[src/byte_stuffed_frame_deframer_macros.svh]
// Assertion macros for the byte-stuffed frame deframer.
// Expects clk and rst_n in the scope of use; no other dependencies.
`ifndef BYTE_STUFFED_FRAME_DEFRAMER_MACROS_SVH
`define BYTE_STUFFED_FRAME_DEFRAMER_MACROS_SVH

// Same-cycle implication.
`define BSFD_ASSERT_IMPL(label, pre, post, msg) \
  label: assert property (@(posedge clk) disable iff (!rst_n) (pre) |-> (post)) \
    else $error(msg);

// Next-cycle implication.
`define BSFD_ASSERT_NEXT(label, pre, post, msg) \
  label: assert property (@(posedge clk) disable iff (!rst_n) (pre) |=> (post)) \
    else $error(msg);

`endif

[src/bsfd_pkg.sv]
// Shared types and constants for the byte-stuffed frame deframer.
// No dependencies.
package bsfd_pkg;

  // default frame buffer depth in bytes
  localparam int FRAME_BYTES_DEF = 64;

  // configuration port
  localparam int CFG_AW = 4;
  localparam int CFG_DW = 32;

  typedef enum logic [1:0] {
    REG_FLAG   = 2'd0,
    REG_ESCAPE = 2'd1,
    REG_MASK   = 2'd2,
    REG_NONE   = 2'd3
  } bsfd_reg_t;

  localparam logic [7:0] FLAG_RST   = 8'd126;
  localparam logic [7:0] ESCAPE_RST = 8'd125;
  localparam logic [7:0] MASK_RST   = 8'd32;

  localparam logic [15:0] DROP_MAX = 16'hFFFF;

  typedef enum logic {
    S_IDLE,
    S_DRAIN
  } bsfd_state_t;

endpackage

[src/bsfd_store.sv]
// Frame byte store: one write port, one read port with registered data.
// Depends on nothing but its parameter.
module bsfd_store #(
  parameter int DEPTH = 64,
  localparam int AW = $clog2(DEPTH)
) (
  input  logic          clk,
  input  logic          we,
  input  logic [AW-1:0] waddr,
  input  logic [7:0]    wdata,
  input  logic          re,
  input  logic [AW-1:0] raddr,
  output logic [7:0]    rdata
);

  logic [7:0] mem [DEPTH];

  always_ff @(posedge clk) begin
    if (we) begin
      mem[waddr] <= wdata;
    end
  end

  always_ff @(posedge clk) begin
    if (re) begin
      rdata <= mem[raddr];
    end
  end

endmodule

[src/byte_stuffed_frame_deframer.sv]
// Byte-stuffed frame deframer, top level.
// Depends on bsfd_pkg, bsfd_store and byte_stuffed_frame_deframer_macros.svh.
//
//   channel | ports                                   | role
//   --------+-----------------------------------------+-------------------------------
//   in      | in_valid, in_stall, in_line_byte        | raw line bytes, one per beat
//   out     | out_valid, out_stall, out_frame_byte,   | unstuffed frame bytes, last
//           | out_last_of_frame, out_overflow_count   | marker, drop count
//   cfg     | psel, penable, pwrite, paddr, pwdata,   | flag, escape, mask registers
//           | prdata, pready                          | at 0x0, 0x4, 0x8
//
// A line byte that is neither flag nor escape is written into the frame store at
// the fill level, unless the store is full. A flag on a non-empty buffer drains
// the store via its registered read data into the output register, one read in
// flight at a time; input is stalled during the drain. Out stalls stretch it.
// Reset (synchronous, active low) empties the buffer, clears the escape mark and
// the drop counter and restores register defaults; the store itself is not cleared.
module byte_stuffed_frame_deframer
  import bsfd_pkg::*;
#(
  parameter int FRAME_BYTES = FRAME_BYTES_DEF
) (
  input  logic              clk,
  input  logic              rst_n,
  // line side
  input  logic              in_valid,
  output logic              in_stall,
  input  logic [7:0]        in_line_byte,
  // frame side
  output logic              out_valid,
  input  logic              out_stall,
  output logic [7:0]        out_frame_byte,
  output logic              out_last_of_frame,
  output logic [15:0]       out_overflow_count,
  // configuration
  input  logic              psel,
  input  logic              penable,
  input  logic              pwrite,
  input  logic [CFG_AW-1:0] paddr,
  input  logic [CFG_DW-1:0] pwdata,
  output logic [CFG_DW-1:0] prdata,
  output logic              pready
);

  `include "byte_stuffed_frame_deframer_macros.svh"

  localparam int AW = $clog2(FRAME_BYTES);
  localparam int FW = $clog2(FRAME_BYTES + 1);
  localparam logic [FW-1:0] FILL_MAX = FW'(FRAME_BYTES);

  // ---------------------------------------------------------------- config
  logic [7:0] flag_r, escape_r, mask_r;
  bsfd_reg_t  reg_sel;
  logic       cfg_wr;

  assign pready  = 1'b1;
  assign reg_sel = bsfd_reg_t'(paddr[3:2]);
  assign cfg_wr  = psel && penable && pwrite && pready;

  always_ff @(posedge clk) begin
    if (!rst_n) begin
      flag_r   <= FLAG_RST;
      escape_r <= ESCAPE_RST;
      mask_r   <= MASK_RST;
    end else if (cfg_wr) begin
      unique case (reg_sel)
        REG_FLAG:   flag_r   <= pwdata[7:0];
        REG_ESCAPE: escape_r <= pwdata[7:0];
        REG_MASK:   mask_r   <= pwdata[7:0];
        default:    ;
      endcase
    end
  end

  always_comb begin
    unique case (reg_sel)
      REG_FLAG:   prdata = {24'd0, flag_r};
      REG_ESCAPE: prdata = {24'd0, escape_r};
      REG_MASK:   prdata = {24'd0, mask_r};
      default:    prdata = '0;
    endcase
  end

  // ---------------------------------------------------------------- control
  bsfd_state_t   state_r, state_nxt;
  logic [FW-1:0] fill_r, fill_nxt;       // bytes held in the store
  logic [FW-1:0] rd_idx_r, rd_idx_nxt;   // next entry to read during a drain
  logic          esc_pend_r, esc_pend_nxt;
  logic [15:0]   dropped_r, dropped_nxt;
  logic          inflight_r, inflight_nxt; // read data lands next cycle

  logic          out_valid_r, out_valid_nxt;
  logic [7:0]    out_byte_r, out_byte_nxt;
  logic          out_last_r, out_last_nxt;
  logic [15:0]   out_cnt_r, out_cnt_nxt;

  logic          in_acc;
  logic          out_free;   // output register empty at the coming edge
  logic          mem_we, mem_re;
  logic [7:0]    mem_wdata, mem_rdata;

  assign in_acc   = in_valid && !in_stall;
  assign out_free = !out_valid_r || !out_stall;

  always_comb begin
    state_nxt     = state_r;
    fill_nxt      = fill_r;
    rd_idx_nxt    = rd_idx_r;
    esc_pend_nxt  = esc_pend_r;
    dropped_nxt   = dropped_r;
    inflight_nxt  = 1'b0;
    out_valid_nxt = out_valid_r && out_stall;
    out_byte_nxt  = out_byte_r;
    out_last_nxt  = out_last_r;
    out_cnt_nxt   = out_cnt_r;
    mem_we        = 1'b0;
    mem_re        = 1'b0;
    mem_wdata     = in_line_byte;
    in_stall      = 1'b1;

    // read data from the previous cycle goes into the output register
    if (inflight_r) begin
      out_valid_nxt = 1'b1;
      out_byte_nxt  = mem_rdata;
      out_last_nxt  = (rd_idx_r == fill_r);
      out_cnt_nxt   = dropped_r;
    end

    unique case (state_r)
      S_IDLE: begin
        in_stall = 1'b0;
        // never stalled here, so a valid beat is taken
        if (in_valid) begin
          priority if (in_line_byte == escape_r) begin
            esc_pend_nxt = 1'b1;
          end else if (in_line_byte == flag_r) begin
            // the escape mark survives a flag
            if (fill_r != '0) begin
              rd_idx_nxt = '0;
              state_nxt  = S_DRAIN;
            end
          end else begin
            esc_pend_nxt = 1'b0;
            if (esc_pend_r) begin
              mem_wdata = in_line_byte ^ mask_r;
            end
            if (fill_r < FILL_MAX) begin
              mem_we   = 1'b1;
              fill_nxt = fill_r + FW'(1);
            end else begin
              // over length: drop the frame, count it
              fill_nxt = '0;
              if (dropped_r != DROP_MAX) begin
                dropped_nxt = dropped_r + 16'd1;
              end
            end
          end
        end
      end
      S_DRAIN: begin
        if (!inflight_r && out_free && (rd_idx_r != fill_r)) begin
          mem_re       = 1'b1;
          inflight_nxt = 1'b1;
          rd_idx_nxt   = rd_idx_r + FW'(1);
        end else if (!inflight_r && (rd_idx_r == fill_r)) begin
          fill_nxt  = '0;
          state_nxt = S_IDLE;
        end
      end
      default: state_nxt = S_IDLE;
    endcase
  end

  always_ff @(posedge clk) begin
    if (!rst_n) begin
      state_r     <= S_IDLE;
      fill_r      <= '0;
      rd_idx_r    <= '0;
      esc_pend_r  <= 1'b0;
      dropped_r   <= '0;
      inflight_r  <= 1'b0;
      out_valid_r <= 1'b0;
    end else begin
      state_r     <= state_nxt;
      fill_r      <= fill_nxt;
      rd_idx_r    <= rd_idx_nxt;
      esc_pend_r  <= esc_pend_nxt;
      dropped_r   <= dropped_nxt;
      inflight_r  <= inflight_nxt;
      out_valid_r <= out_valid_nxt;
    end
  end

  always_ff @(posedge clk) begin
    out_byte_r <= out_byte_nxt;
    out_last_r <= out_last_nxt;
    out_cnt_r  <= out_cnt_nxt;
  end

  assign out_valid          = out_valid_r;
  assign out_frame_byte     = out_byte_r;
  assign out_last_of_frame  = out_last_r;
  assign out_overflow_count = out_cnt_r;

  // ---------------------------------------------------------------- store
  bsfd_store #(
    .DEPTH (FRAME_BYTES)
  ) u_store (
    .clk   (clk),
    .we    (mem_we),
    .waddr (fill_r[AW-1:0]),
    .wdata (mem_wdata),
    .re    (mem_re),
    .raddr (rd_idx_r[AW-1:0]),
    .rdata (mem_rdata)
  );

  // ---------------------------------------------------------------- checks
  `BSFD_ASSERT_IMPL(a_fill_bound, 1'b1, fill_r <= FILL_MAX, "fill level beyond buffer depth")
  `BSFD_ASSERT_IMPL(a_land_free, inflight_r, !out_valid_r, "read data lands on a full output")
  `BSFD_ASSERT_IMPL(a_idx_bound, state_r == S_DRAIN, rd_idx_r <= fill_r, "drain index past fill")
  `BSFD_ASSERT_NEXT(a_esc_mark, in_acc && (in_line_byte == escape_r), esc_pend_r,
                    "escape byte did not set the mark")

endmodule

[config.mk]
export PLATFORM = sky130hd
export DESIGN_NAME = byte_stuffed_frame_deframer
export DESIGN_NICKNAME = d
export VERILOG_FILES = /design/src/bsfd_pkg.sv /design/src/bsfd_store.sv /design/src/byte_stuffed_frame_deframer.sv
export VERILOG_INCLUDE_DIRS = /design/src /design/src/src
export SDC_FILE = /design/constraint.sdc
export NUM_CORES = 1
export LEC_CHECK = 0
export BUFFER_PORTS_ARGS = -buffer_cell sky130_fd_sc_hd__buf_4
export CAP_MARGIN = 20
export CORE_MARGIN = 2
export CORE_UTILIZATION = 30
export DETAILED_ROUTE_END_ITERATION = 7
export SYNTH_ARGS = -nofsm -noshare
export SYNTH_HDL_FRONTEND = slang
export SYNTH_HIERARCHICAL = 1
export SYNTH_SLANG_ARGS = --single-unit
[constraint.sdc]
create_clock -name clk -period 4.8 [get_ports clk]
set_input_delay 0.72 -clock clk [delete_from_list [all_inputs] [get_ports clk]]
set_output_delay 0.72 -clock clk [all_outputs]
set_load 0.01 [all_outputs]
==> results summary <==
The run finished with clean final reports. The proportion of power drawn by the clock network came out at between 40% and 50%. The half-perimeter wire length of the detailed placement result is 33.4 mm. 0 antenna diodes ended up in the layout. After detailed placement, the total cell area comes to ~26000 um^2. The number of antenna violations at the first check in global routing came out at 1. Buffers placed on the I/O ports in this run total 59.

After layout, the minimum clock period comes to between 3 and 4 ns. In this run, the combinational gates consume approximately 3.2% of the power. The tree built by TritonCTS fans out to approximately 600 sinks. In this run the clock root is driven by a clkbuf_16.

The first-pass GRT wire length is between 80 and 90 mm. The final RePlAce weighted congestion is 0.821. The signal arrival time at the worst endpoint came out at about 3.6 ns.

The max-slew violation count came to 0. The area of the mapped netlist is 24500 um^2. The number of hold violations in the final report is 0.

Of the post-synthesis cell area, the dominant cell type holds between 60% and 70%. Dividing total power by cell area gives a power density of 375 nW/um^2. The die extent in y is between 200 and 300 um. The per-cell via count in the routed design is 5.02.

The clock skew is 0.0172 ns. The initial DRC count is 1200. The number of buffers inserted for hold repair after clock tree synthesis came out at 0. In this run, CTS created clock tree buffers numbering 55.

The post-layout net count is around 1500. For this run, the total global-route usage over all layers was measured as roughly an eighth. In the layout the commonest cells are 545 x edfxtp_1, 126 x mux4_2, 102 x nand2_1.

The sequential-to-total area share from yosys stat is a little under three quarters. The later-pin clock latency in the skew report came out at approximately 0.61 ns. The via count of the first global-routing pass is between 10000 and 15000. For the final routed database, the setup TNS stands at 0 ns. The peak clock frequency supported by timing is between 300 and 400 MHz.

Net switching is 20.5% of the power. After clock tree synthesis, the clock-pin slew on the worst setup and hold paths is ~0.070 ns. For the pin with the worst max-slew slack, the measured transition is 0.998 ns.

The critical path capture point type is a register. The total number of vias is around 13000. The synthesis warning total is 6. TritonCTS built the clock tree. Setup repair after global routing left no endpoint under its margin. The effective utilization at floorplan came out at 30.4%. In this run the count of I/O pins placed on the die edge is around 110.

For this run, the leading register cell type out of synthesis is edfxtp_1. The number of setup violations in the final report is 0. The floorplan row count came out at approximately 100. In this run the deepest clock path goes through 3 buffers. Entering global routing, the biggest net connects between 60 and 70 pins. The fraction of layout instances using a drive strength above 1 is between 20% and 30%. For this run, asynchronously set or reset flops after synthesis account for 0%. The cell-internal power is 8.36 mW. The overall die width came out at 290 um.

The first detailed-routing pass took 5 iterations. The number of register bits inferred by synthesis came out at 603. Counting distinct cell types in the post-synthesis netlist gives between 60 and 70.

The total congestion overflow is 0. The kind of critical path is register to register. Across the run, the number of max-cap violations was 0.

Dividing the synthesized area by the synthesized cell count gives ~18 um^2. The area of the die came out at roughly 84000 um^2. The normalized max-slew margin is about a third. The number of levels the H-tree was split into came out at 2. The largest fanout on the critical path is 8.

The path class of the tightest hold or removal check is primary input to register. The core footprint came out at roughly 81000 um^2. The finished cells cover between 20000 and 30000 um^2. The number of flops mapped to enable cells by yosys came out at between 500 and 600. By area the synthesized netlist is led by edfxtp_1 67%, mux4_2 12%, dfxtp_1 4.7%, mux2i_1 1.8%, nand2_1 1.6%. The peak ir drop on the vdd network came out at 0.249 mV. The post-CTS setup-driven buffer insertion count came out at 0.

The data required time at the worst endpoint is approximately 5 ns. The fraction of the cycle the final worst path needs is a little under 70%. The library cell used most frequently in the layout, excluding fill and tap cells, is edfxtp_1.

The final antenna-violating net count is 0. The number of instances resized during post-cts repair is 0. The worst setup path is launched from a register. After detailed routing, the average wire length per cell comes to approximately 21 um. The number of remaining DRC errors is 0. The static leakage power is approximately 8.5 nW. The total net switching power is roughly 2.2 mW. The sum of routed wire length over all layers came out at 54.6 mm.

The register share of total power came out at a little under three fifths. Synthesis handed over a netlist of about 1400 instances. The post-synthesis cell type with the largest combined area is edfxtp_1. The area growth from synthesis to layout came out at 14.5%.
[worst max-delay path: stages (launching register included)]
cell     delay [ns]
dfxtp_1        0.36
xor2_1         0.18
nor4_1         0.13
a21o_1         0.21
nor3_1         0.17
buf_4          0.19
nor2b_1        0.24
nand3_1        0.56
nor2_1         0.90
[power by group through the flow]
stage	Clock [mW]	Sequential, mW	Combinational (mW)
after floorplan	0	5.88	0.210
after global placement	0	5.90	0.326
after detailed placement	0	5.90	0.336
after CTS	4.49	5.79	0.336
after global routing	4.70	5.79	0.363
final	4.40	5.79	0.337
[registers in the layout, indices dropped and copies added (netlist names)]
name	cells
out_valid	1
out_overflow_count	16
dropped_r	16
mask_r	8
fill_r	7
out_last_of_frame	1
flag_r	8
inflight_r	1
rd_idx_r	7
esc_pend_r	1
u_store/rdata	8
u_store/mem	512
state_r	1
out_frame_byte	8
escape_r	8
[layout make-up]
cell class	instances	area [um^2]
fill	7546	52600
multi-input combinational	712	6570
timing repair buffer	98	786
clock buffer	60	1430
tap	1060	1330
clock inverter	40	387
sequential	603	17500
inverter	7	26.3
[cells in the mapped netlist (13+ instances only)]
cell type	n
xor2_1	23
nor2_1	88
nor4_1	13
clkbuf_1	29
mux4_2	126
nor2b_1	15
mux2_2	13
nand2b_1	21
edfxtp_1	545
o21ai_0	13
a21oi_1	29
dfxtp_1	58
nand2_1	102
buf_2	15
nand3_1	48
nor3_1	20
mux2i_1	43
buf_4	39
[worst paths after layout]
path	slack (ns)	cells past startpoint	to	from
max reg2reg	1.47	8	u_store/mem[46][1]	escape_r[3]
min reg2reg	0.42	0	out_frame_byte[1]	u_store/rdata[1]
min	0.35	3	escape_r[3]	pwdata[3]
max	1.47	8	u_store/mem[46][1]	escape_r[3]
[metrics by stage]
step	hold slack, ns	std cells	setup slack (ns)	util [%]	power [mW]
2_1_floorplan	0.400	1419	0.841	-	6.09
3_5_place_dp	0.409	2480	0.960	32.5	6.24
4_1_cts	0.323	2580	1.45	34.8	10.6
3_3_place_gp	0.408	2480	1.03	32.5	6.22
6_report	0.353	2580	1.47	34.8	10.5
5_1_grt	0.344	2580	1.35	34.8	10.8
[cells by family after synthesis]
| group | count (synthesis) | synth area share [%] |
|---|---|---|
| AND/OR/NAND/NOR | 347 | 6.74 |
| multiplexers | 182 | 13.9 |
| other | 2 | 0.0306 |
| AO/OA/AOI/OAI | 123 | 3.82 |
| flip-flops | 603 | 71.5 |
| adder cells (fa/ha/maj) | 4 | 0.204 |
| buffers and inverters | 104 | 2.63 |
| XOR/XNOR | 31 | 1.11 |
[routing by layer]
| metal | vias to the layer above | wire length (um) | global-route usage (%) |
|---|---|---|---|
| li1 | 5691 | - | - |
| met1 | 6729 | 22800 | 17.1 |
| met2 | 434 | 26900 | 21.4 |
| met3 | 94 | 3380 | 2.27 |
| met4 | 0 | 1540 | 4.12 |
| met5 | - | 0 | 0 |
Note: power is estimated with default switching activity, not from simulation.
